===== config.mk =====
export PLATFORM = sky130hd
export DESIGN_NAME = subtitle_overlay_pixel_blend_flat
export DESIGN_NICKNAME = d
export VERILOG_FILES = /design/src/rtl/sopb_pkg.sv /design/src/rtl/sopb_if.sv /design/src/rtl/subtitle_overlay_pixel_blend.sv /design/src/flat_wrapper.sv
export VERILOG_INCLUDE_DIRS = /design/src /design/src/rtl
export SDC_FILE = /design/constraint.sdc
export NUM_CORES = 2
export LEC_CHECK = 0
export BUFFER_PORTS_ARGS = -buffer_cell sky130_fd_sc_hd__clkbuf_2
export CAP_MARGIN = 20
export CELL_PAD_IN_SITES_DETAIL_PLACEMENT = 0
export CELL_PAD_IN_SITES_GLOBAL_PLACEMENT = 1
export CORE_MARGIN = 5
export CORE_UTILIZATION = 46
export CTS_CLUSTER_SIZE = 30
export DETAILED_ROUTE_END_ITERATION = 7
export GPL_TIMING_DRIVEN = 0
export HOLD_SLACK_MARGIN = 0.03
export PLACE_DENSITY_LB_ADDON = 0.1
export SETUP_SLACK_MARGIN = 0.3
export SLEW_MARGIN = 15
export SYNTH_ARGS = -nofsm -noshare
export SYNTH_HDL_FRONTEND = slang
export SYNTH_SLANG_ARGS = --single-unit

===== constraint.sdc =====
create_clock -name clk -period 8.7 [get_ports clk]
set_clock_uncertainty 0.1 [all_clocks]
set_input_delay 2.61 -clock clk [delete_from_list [all_inputs] [get_ports clk]]
set_output_delay 2.61 -clock clk [all_outputs]
set_load 0.02 [all_outputs]

===== src/rtl/subtitle_overlay_pixel_blend_macros.svh =====
// Assertion macros shared by the subtitle overlay blend RTL.
`ifndef SUBTITLE_OVERLAY_PIXEL_BLEND_MACROS_SVH
`define SUBTITLE_OVERLAY_PIXEL_BLEND_MACROS_SVH

// Same-cycle implication, sampled on clk, off during reset.
`define SOPB_ASSERT_NOW(label, ante, cons, msg) \
    label: assert property (@(posedge clk) disable iff (!rst_n) (ante) |-> (cons)) \
        else $error(msg);

// Next-cycle implication, sampled on clk, off during reset.
`define SOPB_ASSERT_NEXT(label, ante, cons, msg) \
    label: assert property (@(posedge clk) disable iff (!rst_n) (ante) |=> (cons)) \
        else $error(msg);

`endif


===== src/rtl/sopb_pkg.sv =====
// Types, register indexes and the divide-by-255 helper for the overlay blend.
package sopb_pkg;

    localparam int CH_NUM = 3;  // blue, green, red
    localparam int CH_BLUE  = 0;
    localparam int CH_GREEN = 1;
    localparam int CH_RED   = 2;

    typedef logic [7:0]  chan_t;
    typedef logic [15:0] prod_t;

    typedef enum logic [2:0] {
        REG_BLEND_MODE         = 3'd0,
        REG_COLOR_RED          = 3'd1,
        REG_COLOR_GREEN        = 3'd2,
        REG_COLOR_BLUE         = 3'd3,
        REG_COLOR_TRANSPARENCY = 3'd4
    } reg_idx_t;

    typedef enum logic {
        MODE_MASK   = 1'b0,
        MODE_PREMUL = 1'b1
    } blend_mode_t;

    localparam chan_t FULL_SCALE = 8'd255;

    // x / 255 for x <= 255*255: (x + (x >> 8) + 1) >> 8
    function automatic chan_t div255(input prod_t x);
        logic [16:0] t;
        t = {1'b0, x} + {9'b0, x[15:8]} + 17'd1;
        return t[15:8];
    endfunction

endpackage


===== src/rtl/sopb_if.sv =====
// Pixel channel interfaces: frame/overlay request in, blended pixel out.
interface sopb_in_if;
    logic  valid;
    logic  ready;
    logic [7:0] frame_blue;
    logic [7:0] frame_green;
    logic [7:0] frame_red;
    logic [7:0] src_red;
    logic [7:0] src_green;
    logic [7:0] src_blue;
    logic [7:0] src_alpha;
    logic [7:0] coverage;

    modport source (
        output valid, frame_blue, frame_green, frame_red,
               src_red, src_green, src_blue, src_alpha, coverage,
        input  ready
    );
    modport sink (
        input  valid, frame_blue, frame_green, frame_red,
               src_red, src_green, src_blue, src_alpha, coverage,
        output ready
    );
endinterface

interface sopb_out_if;
    logic  valid;
    logic  ready;
    logic [7:0] out_blue;
    logic [7:0] out_green;
    logic [7:0] out_red;

    modport source (
        output valid, out_blue, out_green, out_red,
        input  ready
    );
    modport sink (
        input  valid, out_blue, out_green, out_red,
        output ready
    );
endinterface


===== src/rtl/subtitle_overlay_pixel_blend.sv =====
// Subtitle overlay pixel blend: four-stage pipeline, premultiplied or coverage-mask mode.
//
// Takes one pixel request per clock while the output is not stalled and returns one
// blended pixel per request, in order, through the stage 1, 2, 3 and output registers.
// Stage 1 forms the
// 8x8 products (coverage times inverse transparency, or frame times inverse alpha),
// stage 2 divides by 255 and finishes the premultiplied sum, stage 3 forms the mask
// mix k*colour + (255-k)*frame, stage 4 divides by 255 into the output register.
// Each stage advances whenever the stage after it is empty or moving, so bubbles are
// squeezed out and a stall on the output holds every request in place. Registers are
// written through cfg_we/cfg_index/cfg_data and must only change while no request is
// in flight; index 0 blend_mode, 1..3 red/green/blue, 4 transparency; other indexes
// are ignored. In premultiplied mode the sum wraps to 8 bits.
`include "subtitle_overlay_pixel_blend_macros.svh"

module subtitle_overlay_pixel_blend (
    input  logic       clk,
    input  logic       rst_n,
    input  logic       cfg_we,
    input  logic [2:0] cfg_index,
    input  logic [7:0] cfg_data,
    sopb_in_if.sink    pix_in,
    sopb_out_if.source pix_out
);
    import sopb_pkg::*;

    // configuration registers
    blend_mode_t mode_reg;
    chan_t       color_reg [CH_NUM];
    chan_t       transp_reg;

    always_ff @(posedge clk or negedge rst_n)
    begin
        if (!rst_n)
        begin
            mode_reg   <= MODE_MASK;
            transp_reg <= '0;
            for (int c = 0; c < CH_NUM; c++)
            begin
                color_reg[c] <= '0;
            end
        end
        else if (cfg_we)
        begin
            case (reg_idx_t'(cfg_index))
                REG_BLEND_MODE:         mode_reg <= blend_mode_t'(cfg_data[0]);
                REG_COLOR_RED:          color_reg[CH_RED] <= cfg_data;
                REG_COLOR_GREEN:        color_reg[CH_GREEN] <= cfg_data;
                REG_COLOR_BLUE:         color_reg[CH_BLUE] <= cfg_data;
                REG_COLOR_TRANSPARENCY: transp_reg <= cfg_data;
                default:                ;
            endcase
        end
    end

    // pipeline control
    logic s1_valid_reg, s2_valid_reg, s3_valid_reg, out_valid_reg;
    logic en1, en2, en3, en4;

    assign en4 = !out_valid_reg || pix_out.ready;
    assign en3 = !s3_valid_reg || en4;
    assign en2 = !s2_valid_reg || en3;
    assign en1 = !s1_valid_reg || en2;
    assign pix_in.ready = en1;

    always_ff @(posedge clk or negedge rst_n)
    begin
        if (!rst_n)
        begin
            s1_valid_reg  <= 1'b0;
            s2_valid_reg  <= 1'b0;
            s3_valid_reg  <= 1'b0;
            out_valid_reg <= 1'b0;
        end
        else
        begin
            if (en1) s1_valid_reg <= pix_in.valid;
            if (en2) s2_valid_reg <= s1_valid_reg;
            if (en3) s3_valid_reg <= s2_valid_reg;
            if (en4) out_valid_reg <= s3_valid_reg;
        end
    end

    // stage 1: products
    chan_t in_frame [CH_NUM];
    chan_t in_src   [CH_NUM];
    chan_t alpha_comp, inv_transp;
    prod_t kprod_next;
    prod_t pprod_next [CH_NUM];

    assign in_frame[CH_BLUE]  = pix_in.frame_blue;
    assign in_frame[CH_GREEN] = pix_in.frame_green;
    assign in_frame[CH_RED]   = pix_in.frame_red;
    assign in_src[CH_BLUE]    = pix_in.src_blue;
    assign in_src[CH_GREEN]   = pix_in.src_green;
    assign in_src[CH_RED]     = pix_in.src_red;

    always_comb
    begin
        alpha_comp = FULL_SCALE - pix_in.src_alpha;
        inv_transp = FULL_SCALE - transp_reg;
        kprod_next = {8'b0, pix_in.coverage} * {8'b0, inv_transp};
        for (int c = 0; c < CH_NUM; c++)
        begin
            pprod_next[c] = {8'b0, in_frame[c]} * {8'b0, alpha_comp};
        end
    end

    blend_mode_t s1_mode_reg;
    prod_t       s1_kprod_reg;
    prod_t       s1_pprod_reg [CH_NUM];
    chan_t       s1_src_reg   [CH_NUM];
    chan_t       s1_frame_reg [CH_NUM];

    always_ff @(posedge clk)
    begin
        if (en1 && pix_in.valid)
        begin
            s1_mode_reg  <= mode_reg;
            s1_kprod_reg <= kprod_next;
            for (int c = 0; c < CH_NUM; c++)
            begin
                s1_pprod_reg[c] <= pprod_next[c];
                s1_src_reg[c]   <= in_src[c];
                s1_frame_reg[c] <= in_frame[c];
            end
        end
    end

    // stage 2: divide, finish premultiplied sum (wraps to 8 bits)
    blend_mode_t s2_mode_reg;
    chan_t       s2_k_reg;
    chan_t       s2_premul_reg [CH_NUM];
    chan_t       s2_frame_reg  [CH_NUM];

    always_ff @(posedge clk)
    begin
        if (en2 && s1_valid_reg)
        begin
            s2_mode_reg <= s1_mode_reg;
            s2_k_reg    <= div255(s1_kprod_reg);
            for (int c = 0; c < CH_NUM; c++)
            begin
                s2_premul_reg[c] <= s1_src_reg[c] + div255(s1_pprod_reg[c]);
                s2_frame_reg[c]  <= s1_frame_reg[c];
            end
        end
    end

    // stage 3: mask mix; sum stays at or below 255*255
    chan_t s2_inv_k;
    prod_t msum_next [CH_NUM];

    always_comb
    begin
        s2_inv_k = FULL_SCALE - s2_k_reg;
        for (int c = 0; c < CH_NUM; c++)
        begin
            msum_next[c] = {8'b0, s2_k_reg} * {8'b0, color_reg[c]}
                         + {8'b0, s2_inv_k} * {8'b0, s2_frame_reg[c]};
        end
    end

    blend_mode_t s3_mode_reg;
    prod_t       s3_msum_reg   [CH_NUM];
    chan_t       s3_premul_reg [CH_NUM];

    always_ff @(posedge clk)
    begin
        if (en3 && s2_valid_reg)
        begin
            s3_mode_reg <= s2_mode_reg;
            for (int c = 0; c < CH_NUM; c++)
            begin
                s3_msum_reg[c]   <= msum_next[c];
                s3_premul_reg[c] <= s2_premul_reg[c];
            end
        end
    end

    // stage 4: final divide and mode select into the output register
    chan_t out_reg [CH_NUM];

    always_ff @(posedge clk)
    begin
        if (en4 && s3_valid_reg)
        begin
            for (int c = 0; c < CH_NUM; c++)
            begin
                out_reg[c] <= (s3_mode_reg == MODE_PREMUL) ? s3_premul_reg[c]
                                                           : div255(s3_msum_reg[c]);
            end
        end
    end

    assign pix_out.valid     = out_valid_reg;
    assign pix_out.out_blue  = out_reg[CH_BLUE];
    assign pix_out.out_green = out_reg[CH_GREEN];
    assign pix_out.out_red   = out_reg[CH_RED];

    `SOPB_ASSERT_NOW(a_full_when_blocked, !en1,
        s1_valid_reg && s2_valid_reg && s3_valid_reg && out_valid_reg,
        "input blocked while pipeline has a bubble")
    `SOPB_ASSERT_NEXT(a_s1_to_s2, s1_valid_reg && en2, s2_valid_reg,
        "request lost between stage 1 and 2")
    `SOPB_ASSERT_NEXT(a_s3_to_out, s3_valid_reg && en4, out_valid_reg,
        "request lost between stage 3 and output")
    `SOPB_ASSERT_NEXT(a_hold_s3, s3_valid_reg && !en4, s3_valid_reg && $stable(s3_mode_reg),
        "stage 3 changed while stalled")

endmodule


===== src/flat_wrapper.sv =====
// flat-port wrapper written by rule: the top's interface ports become plain ports
module subtitle_overlay_pixel_blend_flat import sopb_pkg::*;
  (clk, rst_n, cfg_we, cfg_index, cfg_data, pix_in_valid, pix_in_frame_blue, pix_in_frame_green, pix_in_frame_red, pix_in_src_red, pix_in_src_green, pix_in_src_blue, pix_in_src_alpha, pix_in_coverage, pix_in_ready, pix_out_valid, pix_out_out_blue, pix_out_out_green, pix_out_out_red, pix_out_ready);
  sopb_in_if pix_in_i ();
  sopb_out_if pix_out_i ();
  input  logic clk;
  input  logic rst_n;
  input  logic cfg_we;
  input  logic [2:0] cfg_index;
  input  logic [7:0] cfg_data;
  input wire logic [$bits(pix_in_i.valid)-1:0] pix_in_valid;
  input wire logic [$bits(pix_in_i.frame_blue)-1:0] pix_in_frame_blue;
  input wire logic [$bits(pix_in_i.frame_green)-1:0] pix_in_frame_green;
  input wire logic [$bits(pix_in_i.frame_red)-1:0] pix_in_frame_red;
  input wire logic [$bits(pix_in_i.src_red)-1:0] pix_in_src_red;
  input wire logic [$bits(pix_in_i.src_green)-1:0] pix_in_src_green;
  input wire logic [$bits(pix_in_i.src_blue)-1:0] pix_in_src_blue;
  input wire logic [$bits(pix_in_i.src_alpha)-1:0] pix_in_src_alpha;
  input wire logic [$bits(pix_in_i.coverage)-1:0] pix_in_coverage;
  output wire logic [$bits(pix_in_i.ready)-1:0] pix_in_ready;
  output wire logic [$bits(pix_out_i.valid)-1:0] pix_out_valid;
  output wire logic [$bits(pix_out_i.out_blue)-1:0] pix_out_out_blue;
  output wire logic [$bits(pix_out_i.out_green)-1:0] pix_out_out_green;
  output wire logic [$bits(pix_out_i.out_red)-1:0] pix_out_out_red;
  input wire logic [$bits(pix_out_i.ready)-1:0] pix_out_ready;
  assign pix_in_i.valid = pix_in_valid;
  assign pix_in_i.frame_blue = pix_in_frame_blue;
  assign pix_in_i.frame_green = pix_in_frame_green;
  assign pix_in_i.frame_red = pix_in_frame_red;
  assign pix_in_i.src_red = pix_in_src_red;
  assign pix_in_i.src_green = pix_in_src_green;
  assign pix_in_i.src_blue = pix_in_src_blue;
  assign pix_in_i.src_alpha = pix_in_src_alpha;
  assign pix_in_i.coverage = pix_in_coverage;
  assign pix_in_ready = pix_in_i.ready;
  assign pix_out_valid = pix_out_i.valid;
  assign pix_out_out_blue = pix_out_i.out_blue;
  assign pix_out_out_green = pix_out_i.out_green;
  assign pix_out_out_red = pix_out_i.out_red;
  assign pix_out_i.ready = pix_out_ready;
  subtitle_overlay_pixel_blend u_core (.clk(clk), .rst_n(rst_n), .cfg_we(cfg_we), .cfg_index(cfg_index), .cfg_data(cfg_data), .pix_in(pix_in_i), .pix_out(pix_out_i));
endmodule

-- Word level (Yosys, flattened, before mapping)
Memory sizes are Yosys's and may differ from the RTL's.
Cells that the tools add are included.
- flip-flop bits (word level): 64
- RAM bits: 240
- output and inout port bits: 26
- word-level logic and storage cells: 88
- memories kept: 8
- add/subtract/negate cells: 23
- $mul: 10
- eq/ne operators: 4
- muxes and demuxes: 11
- reductions and logical operators: 18
- memory list (memory ; words ; bits a word ; read ports ; clocked after memory_dff ; wr ports ; RTL line ; source):
    u_core.s1_pprod_reg ; 3 ; 16 ; 3 ; 0 ; 3 ; subtitle_overlay_pixel_blend.sv:111 ; prod_t s1_pprod_reg [CH_NUM];
    u_core.s3_msum_reg ; 3 ; 16 ; 3 ; 0 ; 3 ; subtitle_overlay_pixel_blend.sv:165 ; prod_t s3_msum_reg [CH_NUM];
    u_core.out_reg ; 3 ; 8 ; 3 ; 0 ; 3 ; subtitle_overlay_pixel_blend.sv:182 ; chan_t out_reg [CH_NUM];
    u_core.s1_frame_reg ; 3 ; 8 ; 3 ; 0 ; 3 ; subtitle_overlay_pixel_blend.sv:113 ; chan_t s1_frame_reg [CH_NUM];
    u_core.s1_src_reg ; 3 ; 8 ; 3 ; 0 ; 3 ; subtitle_overlay_pixel_blend.sv:112 ; chan_t s1_src_reg [CH_NUM];
    u_core.s2_frame_reg ; 3 ; 8 ; 3 ; 0 ; 3 ; subtitle_overlay_pixel_blend.sv:134 ; chan_t s2_frame_reg [CH_NUM];
    2 more memories ; -- ; -- ; -- ; -- ; -- ; -- ;
- operator list (cell ; number):
    8-bit by 8-bit multiplier with 16-bit output ; 10
    16-bit by 1-bit adder with 16-bit output (second input constant) ; 7
    16-bit by 8-bit adder with 16-bit output ; 7
    16-bit adder ; 3
    8-bit adder ; 3
    8-bit 2-to-1 mux ; 3
    8-bit subtractor (first input constant) ; 3
    2-bit AND reduction ; 5
    1-bit 2-to-1 mux ; 8
    3-bit by 2-bit equality test with 1-bit output (second input constant) ; 2
    1-bit logical AND ; 4
    1-bit logical NOT ; 4
    1-bit logical OR ; 4
    3-bit by 1-bit equality test with 1-bit output (second input constant) ; 1
    3-bit equality test (second input constant) ; 1
    3-bit logical NOT ; 1

-- Depth between registers and ports, before layout
- depth in word-level cells: 8
- depth in mapped cells: 23
- depth with buffers taken out: 21

-- Least setup slack after synthesis
Ideal clock, no wire load.
- path kind: in2reg
- start point: in pix_in_src_alpha[2]
- end point: mem u_core.s1_pprod_reg[0][31] in the netlist's numbering, data pin
- setup time: 260 ps
- arrival time: 6459 ps
- data required time: 8340 ps
- setup slack: 1881 ps
- stages on the path: 16
- cells stage by stage: clkbuf_1 nor2b_1 fa_1 fa_1 inv_1 fa_1 inv_1 fa_1 ha_1 o21a_1 o31a_1 o211ai_2 a21oi_1 a2111oi_2 a21oi_1 xnor2_1
- RTL lines (what ; RTL line ; source):
    start, declared ; flat_wrapper.sv:18 ; input wire logic [$bits(pix_in_i.src_alpha)-1:0] pix_in_src_alpha;
    end, declared ; subtitle_overlay_pixel_blend.sv:111 ;

==> flow_metrics.tcl <==
set metrics [dict create \
    n_fill_cell 6688 \
    syn_inst 3185 \
    seq_area_um2 8944 \
    grt_pass1_vias 24629 \
    seq_area_frac_synth 0.2644 \
    synth-seq-cells 304 \
    crit_path_end_kind "register" \
    die_h_um 281.2 \
    htree_levels 2 \
    slowest_stage "clkbuf_1" \
    multiInputGateArea_um2 22380 \
    r2r_end "u_core.s3_msum_reg[0][46]$_DFFE_PP_" \
    cts_max_path_buffers 3 \
    remaining_drc_errors 0 \
    antenna_found_initial 2 \
    rsz0062_at_grt "no" \
    holdBufCountCts 0 \
    hold_start "u_core.s2_premul_reg[0][16]$_DFFE_PP_" \
    die_x_um 281.2 \
    synth_top_area_frac 0.2574 \
    yosysWarnings 0 \
    vias 22323 \
    place_hpwl_mm 66.91 \
    setup_viol 0 \
    via_per_inst 5.163 \
    use_met2 0.3808 \
    fin_crit_sh 0.8450 \
    worstPathRequired_ps 8890 \
    synth.area.top_cells "fa_1 (26%), edfxtp_1 (24%), ha_1 (15%), inv_1 (6.7%), nor2b_1 (5.5%)" \
    syn2layout_area_growth_pct 9.402 \
    grt.busiest_layer "met2" \
    finalHoldViolCount 0 \
    outcome "finished, final reports clean" \
    synth_top_flop_cell "edfxtp_1" \
    worst_path_most_repeated_cell "fa_1" \
    hold_path_depth 0 \
    rr_worst_depth 20 \
    gp_congestion 0.8367 \
    clk_pin_slew_ps 60 \
    start_util 0.4637 \
    tns_ps 0 \
    critical_path_class "reg -> reg" \
    max-slew-margin-rel 0.2638 \
    reg2reg_from "u_core.s2_k_reg[2]$_DFFE_PP_" \
    clock_latency_ps 540 \
    grt_use_met1 0.2901 \
    core_area_um2 72960 \
    arrival_ps 7540 \
    hold_class "reg -> reg" \
    gr-usage-all-layers 0.2204 \
    dr.pass1.iters 5 \
    grt-ovfl-total 0 \
    async_flop_share 0.1217 \
    grt_first_pass_wirelength_mm 135.8 \
    start_kind "register" \
    final_max_slew_viol_count 0 \
    rows 99 \
    slowest_delay_ps 890 \
    portBuffers 105 \
    yosys.area.top_type "fa_1" \
    synth.most_common_cell "inv_1" \
    synth_edf_count 267 \
    antenna_left 0 \
    reg2reg_slack_ps 1350 \
    grt_max_degree 52 \
    ys_top_cells_by_count "inv_1 (607), fa_1 (435), ha_1 (400)" \
    fmax_mhz 136.0 \
    maxCapViolations 0 \
    avgRoutedWirePerCell_um 19.44 \
    drt_iter0_drc 1134 \
    worst_slew_pin_slew_ps 1104 \
    nets 4252 \
    path_max_fanout 10 \
    cts_resized 0 \
    min_delay_worst_endpoint "u_core.s3_premul_reg[0][16]$_DFFE_PP_" \
    numCtsBuffers 37 \
    finalWirelength_mm 84.05 \
    cts.sinks 304 \
    post_cts_buffers 0 \
    pin_count 106 \
    cts_tree "yes" \
    syn_area_um2 33830 \
    drive_above_1_share 0.06867 \
    syn_avg_cell_area_um2 10.62 \
    met3_usage 0.03638 \
    layout_min_cycle_time_ps 7352 \
    synth_cell_type_count 59 \
    ctsRootBufferMaster "clkbuf_16" \
    design.die.area_um2 79060 \
    worstPathCellList "clkbuf_1 > clkbuf_1 > nand2_1 > fa_1 > fa_1 > inv_1 > fa_1 > fa_1 > fa_1 > inv_1 > fa_1 > inv_1 > ha_1 > nor3_1 > o211ai_1 > a31oi_1 > nor2b_1 > o21a_1 > o41a_1 > xor2_1" \
]
## stage by stage
stage | util | instance area, µm² | hold WS, ps | std cells | worst slack [ps]
after floorplan | - | 33840 | 300.3 | 3187 | 1881
after global placement | 0.4874 | 35560 | 303.7 | 4251 | 1017
after detailed placement | 0.4894 | 35710 | 304.5 | 4256 | 988.2
after CTS | 0.5069 | 36990 | 318.2 | 4322 | 1372
after global routing | 0.5072 | 37010 | 324.1 | 4323 | 1063
final | 0.5072 | 37010 | 313.5 | 4324 | 1348
## cell families after synthesis
| group | synth area share |
|---|---|
| AND/OR/NAND/NOR | 0.1505 |
| adder cells (fa/ha/maj) | 0.4054 |
| buffers and inverters | 0.07479 |
| flip-flops | 0.2644 |
| AO/OA/AOI/OAI | 0.05156 |
| XOR/XNOR | 0.04091 |
| multiplexers | 0.01232 |
| other | 0.0001109 |
## routing by layer
metal,vias to the layer above,share of wire
li1,10415,-
met1,11350,0.44
met2,444,0.49
met3,114,0.046
met4,0,0.028
met5,-,0
## placed cells by master (no fill, tap or decap), types with 39 or more instances in the layout
cell type and instances:
xor2_1 39, o21ai_0 55, and2_1 113, ha_1 400
clkbuf_1 67, a21oi_1 77, fa_1 435, nor2_1 74
nand2_1 167, edfxtp_1 267, inv_1 607, clkbuf_2 105
clkbuf_16 39, nor2b_1 296, xnor2_1 119, nand2b_1 174
## cell type report
| type | instances | area share |
|---|---|---|
| multi-input cells | 2209 | 0.6046 |
| flip-flops and latches | 304 | 0.2417 |
| inverters | 607 | 0.06157 |
| well taps | 959 | 0.03242 |
| clock buffers | 43 | 0.02678 |
| repair buffers | 111 | 0.01826 |
| clock inverters | 23 | 0.007810 |
| plain buffers | 67 | 0.006796 |
| diodes | 1 | 0.00006762 |
## how the worst max path moves through the flow
stage	to	depth (start not counted)	slack, ps	startpoint
floorplan	u_core.s1_pprod_reg[0][31]$_DFFE_PP_	16	1880	pix_in_src_alpha[2]
global placement	u_core.s1_pprod_reg[0][31]$_DFFE_PP_	17	1020	pix_in_src_alpha[3]
detailed placement	u_core.s1_pprod_reg[0][31]$_DFFE_PP_	17	990	pix_in_src_alpha[2]
CTS	u_core.s3_msum_reg[0][46]$_DFFE_PP_	20	1370	u_core.s2_k_reg[2]$_DFFE_PP_
global route	u_core.s3_msum_reg[0][46]$_DFFE_PP_	20	1060	u_core.s2_k_reg[2]$_DFFE_PP_
finish	u_core.s3_msum_reg[0][46]$_DFFE_PP_	20	1350	u_core.s2_k_reg[2]$_DFFE_PP_
## critical path, delay by kind of cell, from the launching register on
family	cells	cell delay, ps
adders and majority gates	7	3260
buffers and inverters	5	1740
and+or+nand+nor	3	490
DFF	1	400
xor gates and xnor gates	1	150
AOI/OAI and AO/OA	4	950
Power is left out: the tool's default activity adds up to more than one toggle a clock period on the data nets, which glitch-free logic cannot reach.
